==> config.mk <==
export PLATFORM = sky130hd
export DESIGN_NAME = elias_code_decoder_flat
export DESIGN_NICKNAME = d
export VERILOG_FILES = /design/src/hdl/ecd_pkg.sv /design/src/hdl/ecd_interfaces.sv /design/src/hdl/ecd_front.sv /design/src/hdl/ecd_back.sv /design/src/hdl/elias_code_decoder.sv /design/src/flat_wrapper.sv
export SDC_FILE = /design/constraint.sdc
export NUM_CORES = 1
export LEC_CHECK = 0
export BUFFER_PORTS_ARGS = -buffer_cell sky130_fd_sc_hd__buf_4
export CAP_MARGIN = 10
export CORE_MARGIN = 3
export CORE_UTILIZATION = 45
export DETAILED_ROUTE_END_ITERATION = 12
export HOLD_SLACK_MARGIN = 0.15
export PLACE_DENSITY = 0.65
export SLEW_MARGIN = 20
export SYNTH_ARGS = -nofsm -noshare
export SYNTH_HDL_FRONTEND = slang
export SYNTH_HIERARCHICAL = 1
export SYNTH_SLANG_ARGS = --single-unit
==> constraint.sdc <==
create_clock -name clock -period 10.35 [get_ports clock]
set_input_delay 0.5175 -clock clock [delete_from_list [all_inputs] [get_ports clock]]
set_output_delay 0.5175 -clock clock [all_outputs]
set_load 0.01 [all_outputs]
==> src/hdl/ecd_pkg.sv <==
// Shared types, codes and default sizes for the Elias code decoder.
`timescale 1ns / 1ps
`default_nettype none

package ecd_pkg;

   localparam int VALUE_WIDTH_DEFAULT = 32;
   localparam int QUEUE_DEPTH_DEFAULT = 2;

   localparam int BYTE_WIDTH   = 8;
   localparam int RESULT_WIDTH = 32;
   localparam int CSR_ADDR_WIDTH = 2;
   localparam int CSR_DATA_WIDTH = 32;

   localparam logic [2:0] TOP_BIT = 3'd7;

   // Code selection.
   localparam logic [1:0] MODE_GAMMA = 2'd0;
   localparam logic [1:0] MODE_DELTA = 2'd1;
   localparam logic [1:0] MODE_OMEGA = 2'd2;

   // Decode phases: the leading run (or omega flag bit), then one or two fields.
   localparam logic [1:0] PHASE_LEAD   = 2'd0;
   localparam logic [1:0] PHASE_FIRST  = 2'd1;
   localparam logic [1:0] PHASE_SECOND = 2'd2;

   typedef struct packed {
      logic [BYTE_WIDTH-1:0] stream_byte;
      logic                  end_of_stream;
   } ecd_entry_type;

   typedef struct packed {
      logic [RESULT_WIDTH-1:0] decoded_value;
      logic                    overflow_error;
      logic                    last_of_byte;
   } ecd_result_type;

endpackage

`default_nettype wire

==> src/hdl/ecd_interfaces.sv <==
// Valid/ready channel interfaces for coded bytes and decoded results.
`timescale 1ns / 1ps
`default_nettype none

interface ecd_req_if;
   logic                          valid;
   logic                          ready;
   logic [ecd_pkg::BYTE_WIDTH-1:0] stream_byte;
   logic                          end_of_stream;

   modport source (output valid, output stream_byte, output end_of_stream, input ready);
   modport sink   (input valid, input stream_byte, input end_of_stream, output ready);
endinterface

interface ecd_rsp_if;
   logic                            valid;
   logic                            ready;
   logic [ecd_pkg::RESULT_WIDTH-1:0] decoded_value;
   logic                            overflow_error;
   logic                            last_of_byte;

   modport source (output valid, output decoded_value, output overflow_error,
                   output last_of_byte, input ready);
   modport sink   (input valid, input decoded_value, input overflow_error,
                   input last_of_byte, output ready);
endinterface

`default_nettype wire

==> src/hdl/ecd_front.sv <==
// Input side: accepts coded bytes into a short queue ahead of the bit decoder.
`timescale 1ns / 1ps
`default_nettype none

module ecd_front #(
   parameter int QUEUE_DEPTH = ecd_pkg::QUEUE_DEPTH_DEFAULT  // power of two, 2 or more
) (
   input  wire logic              clock,
   input  wire logic              reset,
   ecd_req_if.sink                req_chan,
   output ecd_pkg::ecd_entry_type head_entry,
   output logic                   head_valid,
   input  wire logic              pop
);

   localparam int PW = $clog2(QUEUE_DEPTH);
   localparam int CW = $clog2(QUEUE_DEPTH + 1);
   localparam logic [CW-1:0] FULL_COUNT = CW'(QUEUE_DEPTH);

   ecd_pkg::ecd_entry_type slot_ff [QUEUE_DEPTH];
   logic [PW-1:0] wr_ptr_ff, wr_ptr_in;
   logic [PW-1:0] rd_ptr_ff, rd_ptr_in;
   logic [CW-1:0] count_ff, count_in;
   logic          push;
   logic          pull;

   assign req_chan.ready = (count_ff != FULL_COUNT);
   assign push = req_chan.valid && req_chan.ready;
   assign pull = pop && head_valid;

   assign head_valid = (count_ff != '0);
   assign head_entry = slot_ff[rd_ptr_ff];

   always_comb begin
      wr_ptr_in = push ? wr_ptr_ff + 1'b1 : wr_ptr_ff;
      rd_ptr_in = pull ? rd_ptr_ff + 1'b1 : rd_ptr_ff;
      count_in  = count_ff;
      if (push && !pull) begin
         count_in = count_ff + 1'b1;
      end else if (pull && !push) begin
         count_in = count_ff - 1'b1;
      end
   end

   always_ff @(posedge clock) begin
      if (reset) begin
         wr_ptr_ff <= '0;
         rd_ptr_ff <= '0;
         count_ff  <= '0;
      end else begin
         wr_ptr_ff <= wr_ptr_in;
         rd_ptr_ff <= rd_ptr_in;
         count_ff  <= count_in;
      end
   end

   always_ff @(posedge clock) begin
      if (push) begin
         slot_ff[wr_ptr_ff] <= '{stream_byte: req_chan.stream_byte,
                                 end_of_stream: req_chan.end_of_stream};
      end
   end

   // The occupancy always matches the pointer distance.
   a_count_matches_ptrs: assert property (@(posedge clock) disable iff (reset)
      (count_ff != FULL_COUNT) |-> (PW'(count_ff) == PW'(wr_ptr_ff - rd_ptr_ff)))
      else $error("queue count disagrees with pointers");

   a_no_overfill: assert property (@(posedge clock) disable iff (reset)
      count_ff <= FULL_COUNT)
      else $error("queue count beyond depth");

endmodule

`default_nettype wire

==> src/hdl/ecd_back.sv <==
// Bit-serial Elias decoder: one stream bit per cycle unless stalled, results through a holding and output register.
`timescale 1ns / 1ps
`default_nettype none

module ecd_back #(
   parameter int VALUE_WIDTH = ecd_pkg::VALUE_WIDTH_DEFAULT
) (
   input  wire logic                   clock,
   input  wire logic                   reset,
   input  wire logic [1:0]             code_mode,
   input  wire logic                   clear,
   input  wire logic                   head_valid,
   input  wire ecd_pkg::ecd_entry_type head_entry,
   output logic                        pop,
   ecd_rsp_if.source                   rsp_chan
);

   localparam int CW = $clog2(VALUE_WIDTH + 1);
   localparam int RUN_MAX = CW - 1;  // largest delta run with 2**run <= VALUE_WIDTH
   localparam logic [CW-1:0] VW_CNT = CW'(VALUE_WIDTH);
   localparam logic [CW-1:0] RUN_LIMIT = CW'(RUN_MAX);
   localparam logic [VALUE_WIDTH-1:0] VW_ACC = VALUE_WIDTH'(VALUE_WIDTH);
   localparam logic [VALUE_WIDTH-1:0] ACC_ONE = VALUE_WIDTH'(1);
   localparam logic [CW-1:0] CNT_ONE = CW'(1);

   // Byte being decoded.
   logic                             busy_ff, busy_in;
   logic [ecd_pkg::BYTE_WIDTH-1:0]   byte_ff;
   logic                             eos_ff;
   logic [2:0]                       bit_idx_ff, bit_idx_in;

   // Codeword state carried across bytes.
   logic [1:0]             phase_ff, phase_in;
   logic [CW-1:0]          run_ff, run_in;
   logic [CW-1:0]          flen_ff, flen_in;
   logic [CW-1:0]          left_ff, left_in;
   logic [VALUE_WIDTH-1:0] acc_ff, acc_in;

   // One finished result is held back until we know whether it closes the byte.
   logic                   pend_v_ff, pend_v_in;
   ecd_pkg::ecd_result_type pend_ff, pend_in;
   logic                   flush_ff, flush_in;

   logic                   out_v_ff, out_v_in;
   ecd_pkg::ecd_result_type out_ff, out_in;

   logic                   b;
   logic                   last_bit;
   logic                   got;
   logic                   fin;
   logic                   fin_err;
   logic [VALUE_WIDTH-1:0] fin_val;
   logic [VALUE_WIDTH+ecd_pkg::RESULT_WIDTH-1:0] fin_ext;
   logic [CW-1:0]          run_n, left_n, flen_n;
   logic [VALUE_WIDTH-1:0] acc_n;
   logic                   out_free;
   logic                   need_out;
   logic                   advance;
   logic                   flush_go;
   logic                   byte_done;
   logic                   push;
   ecd_pkg::ecd_result_type new_res;

   assign b        = byte_ff[bit_idx_ff];
   assign last_bit = (bit_idx_ff == '0);
   assign run_n    = run_ff + CNT_ONE;
   assign left_n   = left_ff - CNT_ONE;
   assign flen_n   = {flen_ff[CW-2:0], b};
   assign acc_n    = {acc_ff[VALUE_WIDTH-2:0], b};

   // Next codeword state for the current bit.
   always_comb begin
      phase_in = phase_ff;
      run_in   = run_ff;
      flen_in  = flen_ff;
      left_in  = left_ff;
      acc_in   = acc_ff;
      fin      = 1'b0;
      fin_err  = 1'b0;
      fin_val  = ACC_ONE;
      case (code_mode)
         ecd_pkg::MODE_DELTA: begin
            if (phase_ff == ecd_pkg::PHASE_LEAD) begin
               if (!b) begin
                  run_in = run_n;
                  if (run_n > RUN_LIMIT) begin
                     fin = 1'b1;
                     fin_err = 1'b1;
                  end
               end else if (run_ff == '0) begin
                  fin = 1'b1;
               end else begin
                  flen_in  = CNT_ONE;
                  left_in  = run_ff;
                  phase_in = ecd_pkg::PHASE_FIRST;
               end
            end else if (phase_ff == ecd_pkg::PHASE_FIRST) begin
               flen_in = flen_n;
               left_in = left_n;
               if (left_n == '0) begin
                  if (flen_n > VW_CNT) begin
                     fin = 1'b1;
                     fin_err = 1'b1;
                  end else if (flen_n <= CNT_ONE) begin
                     fin = 1'b1;
                  end else begin
                     acc_in   = ACC_ONE;
                     left_in  = flen_n - CNT_ONE;
                     phase_in = ecd_pkg::PHASE_SECOND;
                  end
               end
            end else begin
               acc_in  = acc_n;
               left_in = left_n;
               if (left_n == '0) begin
                  fin = 1'b1;
                  fin_val = acc_n;
               end
            end
         end
         ecd_pkg::MODE_OMEGA: begin
            if (phase_ff == ecd_pkg::PHASE_LEAD) begin
               if (!b) begin
                  fin = 1'b1;
                  fin_val = acc_ff;
               end else if (acc_ff >= VW_ACC) begin
                  fin = 1'b1;
                  fin_err = 1'b1;
               end else begin
                  left_in  = acc_ff[CW-1:0];
                  acc_in   = ACC_ONE;
                  phase_in = ecd_pkg::PHASE_FIRST;
               end
            end else begin
               acc_in  = acc_n;
               left_in = left_n;
               if (left_n == '0) begin
                  phase_in = ecd_pkg::PHASE_LEAD;
               end
            end
         end
         default: begin
            // Gamma; the unused mode code decodes as gamma too.
            if (phase_ff == ecd_pkg::PHASE_LEAD) begin
               if (!b) begin
                  run_in = run_n;
                  if (run_n >= VW_CNT) begin
                     fin = 1'b1;
                     fin_err = 1'b1;
                  end
               end else if (run_ff == '0) begin
                  fin = 1'b1;
               end else begin
                  acc_in   = ACC_ONE;
                  left_in  = run_ff;
                  phase_in = ecd_pkg::PHASE_FIRST;
               end
            end else begin
               acc_in  = acc_n;
               left_in = left_n;
               if (left_n == '0) begin
                  fin = 1'b1;
                  fin_val = acc_n;
               end
            end
         end
      endcase
      if (fin) begin
         phase_in = ecd_pkg::PHASE_LEAD;
         run_in   = '0;
         flen_in  = '0;
         left_in  = '0;
         acc_in   = ACC_ONE;
      end
   end

   assign got     = fin;
   assign fin_ext = {{ecd_pkg::RESULT_WIDTH{1'b0}}, (fin_err ? '0 : fin_val)};
   assign new_res = '{decoded_value: fin_ext[ecd_pkg::RESULT_WIDTH-1:0],
                      overflow_error: fin_err,
                      last_of_byte: 1'b0};

   assign out_free = !out_v_ff || rsp_chan.ready;
   assign need_out = (got && pend_v_ff) || (last_bit && (got || pend_v_ff));
   assign advance  = busy_ff && !flush_ff && (!need_out || out_free);
   assign flush_go = busy_ff && flush_ff && out_free;
   assign byte_done = flush_go || (advance && last_bit && !(got && pend_v_ff));
   assign pop      = head_valid && (!busy_ff || byte_done);

   always_comb begin
      pend_v_in = pend_v_ff;
      pend_in   = pend_ff;
      flush_in  = flush_ff;
      push      = 1'b0;
      out_in    = out_ff;
      if (flush_go) begin
         push      = 1'b1;
         out_in    = pend_ff;
         out_in.last_of_byte = 1'b1;
         pend_v_in = 1'b0;
         flush_in  = 1'b0;
      end else if (advance) begin
         if (got && pend_v_ff) begin
            push      = 1'b1;
            out_in    = pend_ff;
            out_in.last_of_byte = 1'b0;
            pend_in   = new_res;
            flush_in  = last_bit;
         end else if (got && last_bit) begin
            push      = 1'b1;
            out_in    = new_res;
            out_in.last_of_byte = 1'b1;
         end else if (got) begin
            pend_v_in = 1'b1;
            pend_in   = new_res;
         end else if (last_bit && pend_v_ff) begin
            push      = 1'b1;
            out_in    = pend_ff;
            out_in.last_of_byte = 1'b1;
            pend_v_in = 1'b0;
         end
      end
      out_v_in = push ? 1'b1 : (rsp_chan.ready ? 1'b0 : out_v_ff);
   end

   always_comb begin
      busy_in    = busy_ff;
      bit_idx_in = bit_idx_ff;
      if (pop) begin
         busy_in    = 1'b1;
         bit_idx_in = ecd_pkg::TOP_BIT;
      end else if (byte_done) begin
         busy_in = 1'b0;
      end else if (advance && !last_bit) begin
         bit_idx_in = bit_idx_ff - 3'd1;
      end
   end

   always_ff @(posedge clock) begin
      if (reset) begin
         busy_ff    <= 1'b0;
         bit_idx_ff <= ecd_pkg::TOP_BIT;
         pend_v_ff  <= 1'b0;
         flush_ff   <= 1'b0;
         out_v_ff   <= 1'b0;
      end else begin
         busy_ff    <= busy_in;
         bit_idx_ff <= bit_idx_in;
         pend_v_ff  <= pend_v_in;
         flush_ff   <= flush_in;
         out_v_ff   <= out_v_in;
      end
   end

   always_ff @(posedge clock) begin
      if (reset || clear || (advance && last_bit && eos_ff)) begin
         phase_ff <= ecd_pkg::PHASE_LEAD;
         run_ff   <= '0;
         flen_ff  <= '0;
         left_ff  <= '0;
         acc_ff   <= ACC_ONE;
      end else if (advance) begin
         phase_ff <= phase_in;
         run_ff   <= run_in;
         flen_ff  <= flen_in;
         left_ff  <= left_in;
         acc_ff   <= acc_in;
      end
   end

   always_ff @(posedge clock) begin
      if (pop) begin
         byte_ff <= head_entry.stream_byte;
         eos_ff  <= head_entry.end_of_stream;
      end
      pend_ff <= pend_in;
      out_ff  <= out_in;
   end

   assign rsp_chan.valid          = out_v_ff;
   assign rsp_chan.decoded_value  = out_ff.decoded_value;
   assign rsp_chan.overflow_error = out_ff.overflow_error;
   assign rsp_chan.last_of_byte   = out_ff.last_of_byte;

   a_flush_has_pending: assert property (@(posedge clock) disable iff (reset)
      flush_ff |-> (pend_v_ff && busy_ff))
      else $error("flush requested with no held result");

   a_error_value_zero: assert property (@(posedge clock) disable iff (reset)
      (out_v_ff && out_ff.overflow_error) |-> (out_ff.decoded_value == '0))
      else $error("overflow result carries a nonzero value");

   a_held_result_idle_free: assert property (@(posedge clock) disable iff (reset)
      !busy_ff |-> !pend_v_ff)
      else $error("result held back after the byte finished");

   a_load_starts_top_bit: assert property (@(posedge clock) disable iff (reset)
      pop |=> (busy_ff && (bit_idx_ff == ecd_pkg::TOP_BIT)))
      else $error("new byte does not start at its top bit");

endmodule

`default_nettype wire

==> src/hdl/elias_code_decoder.sv <==
// Top level of the Elias gamma/delta/omega stream decoder with its register port.
//
// Usage: coded bytes enter on req_chan (valid/ready, stream_byte, end_of_stream);
// each byte is read most significant bit first. Every finished codeword leaves on
// rsp_chan as one transaction with decoded_value, overflow_error and last_of_byte,
// the latter set on the final result that a byte causes. A byte that finishes no
// codeword gives no transaction. code_mode (APB-style, byte address 0) picks gamma,
// delta or omega; writing it also clears any partial codeword. The user must see
// that it is written only while the block is idle; the block does not enforce it.
// Throughput: the decoder takes one stream bit per clock while rsp_chan lets its
// results out; when the final bit of a byte finishes a codeword while an earlier
// result of that byte is still held back, it delivers the earlier one and flushes
// the new one before taking the next byte. A byte queue of QUEUE_DEPTH entries
// (two by default) ahead of the decoder accepts new bytes while one is being decoded.
// A value needing more than VALUE_WIDTH bits gives an overflow transaction with
// value 0, and decoding restarts at the next bit. After an end_of_stream byte any
// unfinished codeword is dropped. Reset empties the queue and the output register
// and returns the mode to gamma. While rsp_chan is stalled the output register
// holds its transaction; the decoder runs on until it has a second result to
// deliver, and the queue then fills and lowers req_chan.ready.
`timescale 1ns / 1ps
`default_nettype none

module elias_code_decoder #(
   parameter int VALUE_WIDTH = ecd_pkg::VALUE_WIDTH_DEFAULT,  // 8 to 64
   parameter int QUEUE_DEPTH = ecd_pkg::QUEUE_DEPTH_DEFAULT   // power of two
) (
   input  wire logic                                 clock,
   input  wire logic                                 reset,
   ecd_req_if.sink                                   req_chan,
   ecd_rsp_if.source                                 rsp_chan,
   input  wire logic                                 csr_psel,
   input  wire logic                                 csr_penable,
   input  wire logic                                 csr_pwrite,
   input  wire logic [ecd_pkg::CSR_ADDR_WIDTH-1:0]   csr_paddr,
   input  wire logic [ecd_pkg::CSR_DATA_WIDTH-1:0]   csr_pwdata,
   output logic      [ecd_pkg::CSR_DATA_WIDTH-1:0]   csr_prdata,
   output logic                                      csr_pready
);

   // With a single register every word address decodes to code_mode.
   logic                   mode_ff, mode_unused;
   logic [1:0]             code_mode_ff, code_mode_in;
   logic                   csr_write;
   logic                   head_valid;
   logic                   pop;
   ecd_pkg::ecd_entry_type head_entry;

   assign csr_pready = 1'b1;
   assign csr_write  = csr_psel && csr_penable && csr_pwrite && csr_pready;

   // The byte offset within the word is don't-care for this register.
   assign mode_unused = ^csr_paddr;
   assign mode_ff     = mode_unused;

   assign code_mode_in = csr_write ? csr_pwdata[1:0] : code_mode_ff;

   always_ff @(posedge clock) begin
      if (reset) begin
         code_mode_ff <= ecd_pkg::MODE_GAMMA;
      end else begin
         code_mode_ff <= code_mode_in;
      end
   end

   assign csr_prdata = {{(ecd_pkg::CSR_DATA_WIDTH-2){1'b0}}, code_mode_ff};

   // Front end: byte queue.
   ecd_front #(
      .QUEUE_DEPTH (QUEUE_DEPTH)
   ) u_front (
      .clock      (clock),
      .reset      (reset),
      .req_chan   (req_chan),
      .head_entry (head_entry),
      .head_valid (head_valid),
      .pop        (pop)
   );

   // Back end: bit-serial decoder; a mode write clears its codeword state.
   ecd_back #(
      .VALUE_WIDTH (VALUE_WIDTH)
   ) u_back (
      .clock      (clock),
      .reset      (reset),
      .code_mode  (code_mode_ff),
      .clear      (csr_write && (mode_ff || !mode_ff)),
      .head_valid (head_valid),
      .head_entry (head_entry),
      .pop        (pop),
      .rsp_chan   (rsp_chan)
   );

   a_mode_write_lands: assert property (@(posedge clock) disable iff (reset)
      csr_write |=> (code_mode_ff == $past(csr_pwdata[1:0])))
      else $error("mode register missed a write");

   a_mode_holds: assert property (@(posedge clock) disable iff (reset)
      !csr_write |=> $stable(code_mode_ff))
      else $error("mode register changed without a write");

   a_pop_needs_data: assert property (@(posedge clock) disable iff (reset)
      pop |-> head_valid)
      else $error("decoder loaded from an empty queue");

endmodule

`default_nettype wire

==> src/flat_wrapper.sv <==
// flat-port wrapper written by rule: the top's interface ports become plain ports
module elias_code_decoder_flat 
#(
   parameter int VALUE_WIDTH = ecd_pkg::VALUE_WIDTH_DEFAULT,            
   parameter int QUEUE_DEPTH = ecd_pkg::QUEUE_DEPTH_DEFAULT                  
)
  (clock, reset, csr_psel, csr_penable, csr_pwrite, csr_paddr, csr_pwdata, csr_prdata, csr_pready, req_chan_valid, req_chan_stream_byte, req_chan_end_of_stream, req_chan_ready, rsp_chan_valid, rsp_chan_decoded_value, rsp_chan_overflow_error, rsp_chan_last_of_byte, rsp_chan_ready);
  ecd_req_if req_chan_i ();
  ecd_rsp_if rsp_chan_i ();
  input  wire logic clock;
  input  wire logic reset;
  input  wire logic csr_psel;
  input  wire logic csr_penable;
  input  wire logic csr_pwrite;
  input  wire logic [ecd_pkg::CSR_ADDR_WIDTH-1:0] csr_paddr;
  input  wire logic [ecd_pkg::CSR_DATA_WIDTH-1:0] csr_pwdata;
  output logic      [ecd_pkg::CSR_DATA_WIDTH-1:0] csr_prdata;
  output logic csr_pready;
  input wire logic [$bits(req_chan_i.valid)-1:0] req_chan_valid;
  input wire logic [$bits(req_chan_i.stream_byte)-1:0] req_chan_stream_byte;
  input wire logic [$bits(req_chan_i.end_of_stream)-1:0] req_chan_end_of_stream;
  output wire logic [$bits(req_chan_i.ready)-1:0] req_chan_ready;
  output wire logic [$bits(rsp_chan_i.valid)-1:0] rsp_chan_valid;
  output wire logic [$bits(rsp_chan_i.decoded_value)-1:0] rsp_chan_decoded_value;
  output wire logic [$bits(rsp_chan_i.overflow_error)-1:0] rsp_chan_overflow_error;
  output wire logic [$bits(rsp_chan_i.last_of_byte)-1:0] rsp_chan_last_of_byte;
  input wire logic [$bits(rsp_chan_i.ready)-1:0] rsp_chan_ready;
  assign req_chan_i.valid = req_chan_valid;
  assign req_chan_i.stream_byte = req_chan_stream_byte;
  assign req_chan_i.end_of_stream = req_chan_end_of_stream;
  assign req_chan_ready = req_chan_i.ready;
  assign rsp_chan_valid = rsp_chan_i.valid;
  assign rsp_chan_decoded_value = rsp_chan_i.decoded_value;
  assign rsp_chan_overflow_error = rsp_chan_i.overflow_error;
  assign rsp_chan_last_of_byte = rsp_chan_i.last_of_byte;
  assign rsp_chan_i.ready = rsp_chan_ready;
  elias_code_decoder #(.VALUE_WIDTH(VALUE_WIDTH), .QUEUE_DEPTH(QUEUE_DEPTH)) u_core (.clock(clock), .reset(reset), .req_chan(req_chan_i), .rsp_chan(rsp_chan_i), .csr_psel(csr_psel), .csr_penable(csr_penable), .csr_pwrite(csr_pwrite), .csr_paddr(csr_paddr), .csr_pwdata(csr_pwdata), .csr_prdata(csr_prdata), .csr_pready(csr_pready));
endmodule
-- Word level (Yosys, flattened, before mapping)
Memories as Yosys holds them, arrays and structs flattened. A register that Yosys moved wholly into a read port is not among the register bits.
Cells that the tools add are included.
W data, S select, Z words.
- reductions and logical operators: 65
- magnitude comparators: 6
- multiplexer cells: 111
- add/subtract/negate cells: 8
- bitwise logic cells: 4
- equality and inequality tests: 23
- operator list (operator ; count):
    $mux W32 ; 19
    $mux W34 ; 9
    $pmux W32 S2 ; 2
    $mux W6 ; 16
    $ne A4 B4 Y1 const B ; 10
    $mux W1 ; 39
    $ge A32 B6 Y1 const B ; 1
    $mux W2 ; 15
    $mux W5 ; 6
    $logic_and A1 B1 Y1 ; 19
    $reduce_bool A2 Y1 ; 9
    $logic_not A6 Y1 ; 2
    $pmux W6 S2 ; 1
    $reduce_and A4 Y1 ; 3
    $sub A6 B1 Y6 const B ; 2
    $ne A3 B3 Y1 const B ; 3
    $reduce_and A3 Y1 ; 3
    $reduce_and A9 Y1 ; 1
    $logic_not A1 Y1 ; 8
    $logic_or A1 B1 Y1 ; 8
    $reduce_and A8 Y1 ; 1
    $reduce_bool A4 Y1 ; 2
    $add A6 B1 Y6 const B ; 1
    $ge A6 B6 Y1 const B ; 1
    other kinds (25) ; 36
- RAM bits: 18
- output and inout bits: 69
- word-level logic and storage cells: 237
- memories kept: 1
- register bits: 131
- bits of input ports: 50
- memories (memory ; words ; bits a word ; read ports ; clocked after Yosys merged registers in ; wr ports ; line ; source):
    u_core.u_front.slot_ff ; 2 ; 9 ; 1 ; 1 ; 1 ; ecd_front.sv:20 ; ecd_pkg::ecd_entry_type slot_ff [QUEUE_DEPTH];

-- Depth between registers and ports, before layout
Gate-level depths: netlist of the first run.
- depth after elaboration: 24
- gate-level depth with buffers: 20
- gate-level depth less buffers: 17

-- By module
The synthesis of the first run kept the hierarchy.
- by module, submodules not included (module ; area each (µm²) ; instances ; cells each):
    ecd_back ; 6947.9 ; 1 ; 681
    ecd_front ; 869.6 ; 1 ; 52
    elias_code_decoder ; 342.8 ; 1 ; 43

-- Worst setup path before layout of the first run
Ideal clock, no wire load.
- path type: register -> register
- start: reg u_core.u_back.bit_idx_ff[0]
- end: reg u_core.u_back.out_ff, in the netlist u_core/u_back/rsp_chan.decoded_value[0], enable pin
- cell stages (with the launch flop): 15
- clock period less this slack: 5.945 ns
- required time: 9.881 ns
- data arrival time: 5.476 ns
- library setup time: 0.469 ns
- slack: 4.405 ns
- path through: dfxtp_1 > buf_6 > mux2i_1 > a22oi_2 > nand2_8 > inv_4 > clkbuf_1 > ha_1 > or2_2 > or4b_1 > a311oi_2 > o41ai_4 > buf_6 > maj3_1 > o21ai_0
- word-level cells in the longest chain between the ends: 17
- elaborated cells between the ends (all ways): 29
- classes of those cells: order compare (2); eq/ne (1); mux (13); reduce/logical (13)
- ends and longest elaborated chain (what ; line ; source):
    from (decl) ; ecd_back.sv:30 ; logic [2:0] bit_idx_ff, bit_idx_in;
    from (signal assigned) ; ecd_back.sv:242 ; bit_idx_ff <= ecd_pkg::TOP_BIT;
    from (signal assigned) ; ecd_back.sv:248 ; bit_idx_ff <= bit_idx_in;
    $bmux W1 S3 ; ecd_back.sv:64 ; assign b = byte_ff[bit_idx_ff];
    $mux W1 (not written as such) ; ecd_back.sv:64 ;
    $le A6 B1 Y1 ; ecd_back.sv:104 ; end else if (flen_n <= CNT_ONE) begin
    $mux W1 ; ecd_back.sv:104 ;
    $mux W1 ; ecd_back.sv:101 ; if (flen_n > VW_CNT) begin
    $mux W1 ; ecd_back.sv:100 ; if (left_n == '0) begin
    $mux W1 ; ecd_back.sv:97 ; end else if (phase_ff == ecd_pkg::PHASE_FIRST) begin
    $mux W1 ; ecd_back.sv:83 ; if (phase_ff == ecd_pkg::PHASE_LEAD) begin
    $pmux W1 S2 ; ecd_back.sv:81 ; case (code_mode)
    $logic_or A1 B1 Y1 ; ecd_back.sv:184 ; assign need_out = (got && pend_v_ff) || (last_bit && (got || pend_v_ff));
    $logic_and A1 B1 Y1 ; ecd_back.sv:184 ;
    $logic_or A1 B1 Y1 ; ecd_back.sv:184 ;
    $logic_not A1 Y1 ; ecd_back.sv:185 ; assign advance = busy_ff && !flush_ff && (!need_out || out_free);
    $logic_or A1 B1 Y1 ; ecd_back.sv:185 ;
    $logic_and A1 B1 Y1 ; ecd_back.sv:185 ;
    $reduce_bool A2 Y1 (no source line) ; n/a ;
    $reduce_and A3 Y1 (no source line) * ; n/a ;
    to (signal assigned) ; ecd_back.sv:277 ; out_ff <= out_in;
    to (decl) ; ecd_back.sv:45 ; ecd_pkg::ecd_result_type out_ff, out_in;
Every way passes the cells marked *; elsewhere a longest branch is shown, timed or not. The select of a mux whose other input is x is not followed.
A chain may end at the register's enable or synchronous reset.

-- Final worst setup path of the first run
- start: reg u_core.u_back.bit_idx_ff[0]
- end: reg u_core.u_back.left_ff[0]
- word-level cells in the longest chain between the ends: 18
- elaborated cells between the ends (all ways): 39
- classes of those cells: add/sub (1); order compare (2); eq/ne (2); mux (22); reduce/logical (12)
- ends and longest elaborated chain (what ; line ; source):
    $bmux W1 S3 ; ecd_back.sv:64 ;
    $mux W1 (not written as such) ; ecd_back.sv:64 ;
    $le A6 B1 Y1 ; ecd_back.sv:104 ;
    $mux W1 ; ecd_back.sv:104 ;
    $mux W1 ; ecd_back.sv:101 ;
    $mux W1 ; ecd_back.sv:100 ;
    $mux W1 ; ecd_back.sv:97 ;
    $mux W1 ; ecd_back.sv:83 ;
    $pmux W1 S2 ; ecd_back.sv:81 ;
    $logic_or A1 B1 Y1 ; ecd_back.sv:184 ;
    $logic_and A1 B1 Y1 ; ecd_back.sv:184 ;
    $logic_or A1 B1 Y1 ; ecd_back.sv:184 ;
    $logic_not A1 Y1 ; ecd_back.sv:185 ;
    $logic_or A1 B1 Y1 ; ecd_back.sv:185 ;
    $logic_and A1 B1 Y1 ; ecd_back.sv:185 ;
    $logic_and A1 B1 Y1 (2 in series) ; ecd_back.sv:256 ; if (reset || clear || (advance && last_bit && eos_ff)) begin
    $logic_or A1 B1 Y1 ; ecd_back.sv:256 ;
    to (signal assigned) ; ecd_back.sv:266 ; left_ff <= left_in;
    to (decl) ; ecd_back.sv:36 ; logic [CW-1:0] left_ff, left_in;
Parallel ways exist; a longest one is shown, timed or not. The select of a mux whose other input is x is not followed.

==> results of run 1 <==
through the flow:
stage / hold WS [ns] / setup slack, ns / total power [uW] / area, um^2 / std cells
after floorplan: 0.448 / 4.40 / 1230 / 8270 / 805
after global placement: 0.457 / 5.87 / 1340 / 8600 / 1015
after detailed placement: 0.468 / 5.83 / 1360 / 8600 / 1015
after CTS: 0.265 / 5.80 / 1990 / 9190 / 1047
after global routing: 0.264 / 5.53 / 2060 / 9190 / 1047
final: 0.284 / 5.76 / 1970 / 9190 / 1047
worst paths after layout:
path | startpoint | endpoint
worst max-delay path | u_core/u_back/bit_idx_ff[0]$_SDFFE_PP1P_ | u_core/u_back/left_ff[0]$_SDFFE_PP0P_
worst min-delay path | req_chan_end_of_stream | u_core/u_front/slot_ff[0][0]$_DFFE_PP_
worst max register to register | u_core/u_back/bit_idx_ff[0]$_SDFFE_PP1P_ | u_core/u_back/left_ff[0]$_SDFFE_PP0P_
worst min register to register | u_core/u_back/acc_ff[31]$_SDFFE_PP0P_ | u_core/u_back/acc_ff[31]$_SDFFE_PP0P_
Yosys cell counts (5+ instances only):
| master | instances | area [um^2] |
|---|---|---|
| buf_4 | 34 | 255 |
| o41ai_1 | 5 | 43.8 |
| clkbuf_1 | 27 | 101 |
| mux2_2 | 9 | 101 |
| nand2b_1 | 9 | 56.3 |
| nor2b_1 | 7 | 43.8 |
| o31ai_1 | 7 | 52.6 |
| inv_1 | 20 | 75.1 |
| ha_1 | 13 | 163 |
| and3_1 | 7 | 43.8 |
| o21ai_0 | 18 | 90.1 |
| nor3_1 | 15 | 75.1 |
| buf_2 | 14 | 70.1 |
| a221oi_1 | 5 | 43.8 |
| a22oi_1 | 32 | 240 |
| nand4_1 | 5 | 31.3 |
| dfxtp_1 | 66 | 1320 |
| xor2_1 | 8 | 70.1 |
| a22o_1 | 35 | 307 |
| o211ai_1 | 6 | 45.0 |
| edfxtp_1 | 93 | 2790 |
| nor4_1 | 8 | 50.1 |
| mux2i_1 | 43 | 430 |
| o311ai_0 | 7 | 61.3 |
| nand2_1 | 86 | 323 |
| a21oi_1 | 21 | 105 |
| or3_1 | 5 | 31.3 |
| nand3_1 | 18 | 90.1 |
| nor2_1 | 70 | 263 |
metal layers:
| metal | global-route usage, % | routed length (um) | up-vias |
|---|---|---|---|
| li1 | - | - | 2902 |
| met1 | 25.9 | 8440 | 2925 |
| met2 | 30.3 | 8660 | 216 |
| met3 | 4.17 | 1210 | 33 |
| met4 | 7.96 | 495 | 0 |
| met5 | 0 | 0 | - |
cell families after synthesis:
logic type / synth area share [%]
xor+xnor: 1.29
fa+ha+maj: 2.12
mux: 6.88
compound gates: 18.2
buf+inv: 6.92
simple gates: 14.1
flops: 50.4
other cells: 0.0920
layout make-up:
| type | count | area share, % |
|---|---|---|
| sequential | 159 | 44.8 |
| multi-input combinational | 543 | 39.5 |
| timing repair buffer | 66 | 5.39 |
| clock buffer | 17 | 4.63 |
| tap | 225 | 3.06 |
| clock inverter | 15 | 1.74 |
| inverter | 22 | 0.926 |
sequential cells by signal (all words and copies together) (netlist names), 2 cells and up, named ones only:
register,count
u_core/u_back/pend_ff,33
u_core/u_back/acc_ff,32
u_core/u_back/rsp_chan.decoded_value,32
u_core/u_front/slot_ff,18
u_core/u_back/byte_ff,8
u_core/u_back/left_ff,6
u_core/u_back/run_ff,6
u_core/u_back/flen_ff,5
u_core/u_back/bit_idx_ff,3
u_core/code_mode_ff,2
u_core/u_back/phase_ff,2
u_core/u_front/count_ff,2
power by group:
part           internal (uW)  total (uW)  switching, uW
Clock                    359         618            259
Combinational            195         537            342
Sequential               773         813           40.3
==> impl_metrics.py, run 1 <==
metrics = {
    "worst_setup_path": {
        "slowest_delay_ns": 0.70,
        "startpoint_type": "flop",
        "cp-end-kind": "flop",
        "arrival_ns": 4.90,
        "critPathMaxFanout": 20,
        "r2r_slack_ns": 5.76,
        "worst-path-buf-inv": 2,
        "crit_required_ns": 10.66,
        "crit_cells": 13,
        "path_delay_family": "compound AO/OA/AOI/OAI gates",
        "cp_cell_sequence": "mux2i_1 -> a22oi_2 -> nand2_8 -> inv_4 -> ha_1 -> or2_2 -> or4b_1 -> a311oi_2 -> o41ai_4 -> buf_4 -> a211oi_4 -> or3_1 -> mux2_4",
        "r2r_cells": 13,
        "critical_path_class": "flop to flop",
        "slowest_stage": "a211oi_4",
    },
    "layout": {
        "seq_area_um2": 4110,
        "fin_util_pct": 52.4,
        "final_cell_mix": "93 x edfxtp_1, 86 x nand2_1, 70 x nor2_1, 66 x buf_4, 66 x dfxtp_1",
        "drive_gt1_share_pct": 16.1,
        "final_common_cell": "edfxtp_1",
        "antenna_cells": 0,
        "num-fill-cells": 1576,
        "area_growth_pct": 12.6,
        "final_nets": 872,
        "multi_input_area_um2": 3630,
    },
    "sta": {
        "finalCritPeriodShare_pct": 44.4,
        "finalSetupTns_ns": 0,
        "finalCriticalPeriod_ns": 4.59,
        "clock_skew_ns": 0.00951,
        "fmax_mhz": 218,
        "drv_slew": 0,
        "max-slew-margin-rel_pct": 39.9,
        "setup_violations": 0,
        "hold_viol": 0,
        "rsz0062_at_grt": "false",
        "max_slew.worst_pin.slew_ns": 0.899,
    },
    "power": {
        "peakVddDrop_mv": 0.108,
        "power.density_nw_per_um2": 214,
        "leakage_uw": 0.00333,
    },
    "clocking": {
        "cts_inserted_buffers": 17,
        "cts_sinks": 159,
        "cts_tree": "done",
        "clkSlewWorstSetupHoldPaths_ns": 0.06,
        "post_cts_buffers": 0,
        "clockRootBuffer": "clkbuf_16",
        "cts.path.max_buffers": 2,
        "clk_latency_ns": 0.42,
        "postCtsHoldBufs": 0,
        "htreeDepth": 4,
        "ctsResizeCount": 0,
    },
    "synth": {
        "synth_async_sr_flop_share_pct": 0,
        "synthesis.instances": 776,
        "synth.ff_latch_count": 159,
        "ys_warn_count": 6,
        "netlist_area_um2": 8160,
        "synth_edf_count": 93,
        "ys_seq_area_share_pct": 50.4,
        "syn_avg_cell_area_um2": 10.5,
        "yosysUniqueCellTypes": 78,
        "ys.flop_type": "edfxtp_1",
    },
    "floorplanning": {
        "die_x_um": 141,
        "ios": 119,
        "coreArea_um2": 17500,
        "initial_core_util_pct": 46.5,
        "die_h_um": 141,
        "dieArea_um2": 19800,
        "rows": 48,
    },
    "routing": {
        "drtAntennaViolNets": 0,
        "wl_mm": 18.8,
        "vias_per_cell": 5.80,
        "drc": 0,
        "drtIter0Drc": 512,
        "vias": 6076,
        "wl_per_cell_um": 18.0,
        "first_pass_iters": 5,
    },
    "worst_hold_path": {
        "hold_class": "primary input to flop",
        "min_path_cells": 1,
    },
    "global_routing": {
        "grt_usage_pct": 19.3,
        "grt_first_pass_wirelength_mm": 30.8,
        "grt_max_degree": 46,
        "grt_pass1_vias": 5967,
        "overflow": 0,
        "grt_antenna_before_repair": 0,
    },
    "placed_design": {
        "io_buffers": 55,
        "hpwl_mm": 12.7,
        "gp_congestion": 0.896,
    },
    "flow_run": {
        "cap_violations": 0,
    },
    "outcome": {
        "outcome": "complete, no violations",
    },
}
Note: power is estimated with default switching activity, not from simulation.
==> run 2, diff against run 1 <==
ABC_AREA = 1   (was unset)
PLACE_DENSITY = 0.67   (was 0.65)
clock period = 3.7 ns   (was 10.35 ns; I/O delays follow)
==> run 2 against run 1 <==
Worst setup slack worse by 5.4 ns. Sequential share of layout area fell by 5.2 points. Utilization up 0.66 points.
==> impl_metrics.py, run 2 <==
metrics = {
    "sta": {
        "finalCriticalPeriod_ns": 3.33,
        "fin_ws_ns": 0.375,
        "finalSetupTns_ns": 0,
        "max_slew.worst_pin.slew_ns": 1.02,
        "drv_slew": 0,
        "clock_skew_ns": 0.00614,
        "max-slew-margin-rel_pct": 31.6,
        "fmax_mhz": 301,
        "finalCritPeriodShare_pct": 89.9,
        "setup_violations": 0,
        "holdWs_ns": 0.221,
        "hold_viol": 0,
        "rsz0062_at_grt": "false",
    },
    "layout": {
        "area_growth_pct": 15.3,
        "stdcell_area_um2": 10400,
        "top_register": "u_core/u_back/pend_ff",
        "final_common_cell": "nand2_1",
        "largest_register_ffs": 33,
        "antenna_cells": 0,
        "final_nets": 1261,
        "drive_gt1_share_pct": 15.4,
        "final_cell_mix": "218 x nand2_1, 138 x inv_1, 104 x nor2_1, 93 x edfxtp_1, 77 x buf_4",
    },
    "worst_hold_path": {
        "hold_class": "primary input to flop",
        "min_path_cells": 4,
        "worst_hold_startpoint": "rsp_chan_ready",
        "hold_end": "u_core/u_back/rsp_chan.valid$_SDFFE_PP0P_",
    },
    "worst_setup_path": {
        "regToRegEndpoint": "u_core/u_front/count_ff[1]$_SDFFE_PP0P_",
        "critPathMaxFanout": 7,
        "critical_path_class": "flop to flop",
        "crit_path_start": "u_core/u_back/bit_idx_ff[0]$_SDFFE_PP1P_",
        "arrival_ns": 3.69,
        "startpoint_type": "flop",
        "r2r_start": "u_core/u_back/bit_idx_ff[0]$_SDFFE_PP1P_",
        "worst-path-buf-inv": 5,
        "r2r_cells": 28,
        "slowest_delay_ns": 0.39,
        "cp-end-kind": "flop",
        "crit_required_ns": 4.06,
        "path_common_cell": "nand2_1",
        "path_delay_family": "simple AND/OR/NAND/NOR gates",
        "r2r_slack_ns": 0.37,
        "slowest_stage": "dfxtp_2",
    },
    "power": {
        "peakVddDrop_mv": 0.456,
        "leakage_uw": 0.00422,
        "power.density_nw_per_um2": 752,
        "p_total_uw": 7810,
    },
    "synth": {
        "synth_edf_count": 93,
        "synth_top_area_share_pct": 31.0,
        "yosysTopAreaCell": "edfxtp_1",
        "ys_seq_area_share_pct": 45.7,
        "synth.ff_latch_count": 159,
        "ys.flop_type": "edfxtp_1",
        "synthesis.instances": 1139,
        "ys_warn_count": 6,
        "synthTopCellsByArea": "edfxtp_1 31%, dfxtp_1 15%, nand2_1 9.1%",
        "synth_async_sr_flop_share_pct": 0,
        "yosysUniqueCellTypes": 45,
        "syn_avg_cell_area_um2": 7.91,
        "synth.most_common_cell": "nand2_1",
        "yosys-top-cells-count": "219 x nand2_1, 138 x inv_1, 105 x nor2_1",
        "netlist_area_um2": 9010,
    },
    "clocking": {
        "cts_inserted_buffers": 17,
        "cts_sinks": 159,
        "clk_latency_ns": 0.42,
        "cts.path.max_buffers": 2,
        "clkSlewWorstSetupHoldPaths_ns": 0.06,
        "cts_tree": "done",
        "htreeDepth": 4,
        "clockRootBuffer": "clkbuf_16",
    },
    "flow_run": {
        "cap_violations": 0,
    },
    "global_routing": {
        "overflow": 0,
        "grt_antenna_before_repair": 0,
        "grt_max_degree": 57,
        "grt_first_pass_wirelength_mm": 34.4,
        "use_met2_pct": 31.9,
        "grt_pass1_vias": 7151,
        "grt_usage_pct": 19.1,
        "grt_use_met3_pct": 2.73,
        "grt_use_met1_pct": 25.4,
        "grt.busiest_layer": "met2",
    },
    "placed_design": {
        "io_buffers": 55,
        "dpl_cell_area_um2": 9560,
        "pre_cts_ws_ns": 0.313,
        "gp_congestion": 0.897,
        "hpwl_mm": 13.4,
    },
    "floorplanning": {
        "die_x_um": 148,
        "coreArea_um2": 19600,
        "dieArea_um2": 21800,
        "ios": 119,
        "rows": 51,
        "die_h_um": 148,
        "initial_core_util_pct": 46.0,
    },
    "routing": {
        "vias": 7644,
        "drc": 0,
        "drtAntennaViolNets": 0,
        "drtIter0Drc": 689,
        "wl_mm": 20.8,
        "first_pass_iters": 5,
        "wl_per_cell_um": 14.1,
        "vias_per_cell": 5.18,
    },
    "outcome": {
        "outcome": "complete, no violations",
    },
}
[run 2: logic make-up after synthesis]
logic type      share of synthesized area (%)
compound gates                           14.8
xor+xnor                                0.764
fa+ha+maj                                1.81
buf+inv                                  12.0
flops                                    45.7
mux                                      1.12
other cells                            0.0834
simple gates                             23.8
[run 2: routing by layer]
layer	share of wire (%)	vias to the layer above
met5	0	-
met4	1.6	0
li1	-	3865
met3	4.5	19
met2	49	220
met1	45	3540
[run 2: power by group]
group / internal (uW) / switching [uW]
Combinational: 1100 / 2190
Sequential: 2380 / 252
Clock: 1140 / 744
Total: 4630 / 3190
[run 2: timing repair]
| action | CTS | global route |
|---|---|---|
| buffers inserted | 0 | 3 |
| hold buffers | 17 | 0 |
| endpoints found under the setup margin | 0 | 5 |
| gates resized for setup | 0 | 3 |
| endpoints found under the hold margin | 32 | 0 |
[run 2: worst max path at each step]
| stage | endpoint | slack, ns | cells after the start |
|---|---|---|---|
| after floorplan | u_core/u_back/pend_ff[10]$_DFFE_PP_ | 0.008 | 22 |
| after global placement | u_core/u_front/count_ff[1]$_SDFFE_PP0P_ | 0.40 | 27 |
| after detailed placement | u_core/u_front/count_ff[1]$_SDFFE_PP0P_ | 0.31 | 28 |
| after CTS | u_core/u_front/count_ff[1]$_SDFFE_PP0P_ | 0.27 | 28 |
| after global routing | u_core/u_front/count_ff[1]$_SDFFE_PP0P_ | 0.004 | 28 |
| final | u_core/u_front/count_ff[1]$_SDFFE_PP0P_ | 0.37 | 28 |
[run 2: cell type report]
| type | count | area [um^2] |
|---|---|---|
| tap | 265 | 332 |
| multi-input combinational | 777 | 3950 |
| clock inverter | 14 | 203 |
| sequential | 159 | 4120 |
| fill | 1825 | 9200 |
| timing repair buffer | 98 | 813 |
| inverter | 145 | 551 |
| clock buffer | 18 | 429 |
[run 2: through the flow]
step	instances	util, %
6_report	1476	53.0
5_1_grt	1476	53.0
4_1_cts	1473	52.9
3_5_place_dp	1424	48.8
3_3_place_gp	1424	48.8
2_1_floorplan	1168	-
[run 2: worst reg2reg max path, delay by kind of cell (launching register included)]
kind	cells	cell delay (ns)
adder cells (fa/ha/maj)	2	0.47
flip-flops	1	0.39
buffers and inverters	5	0.37
AO/OA/AOI/OAI	2	0.29
AND/OR/NAND/NOR	19	1.74
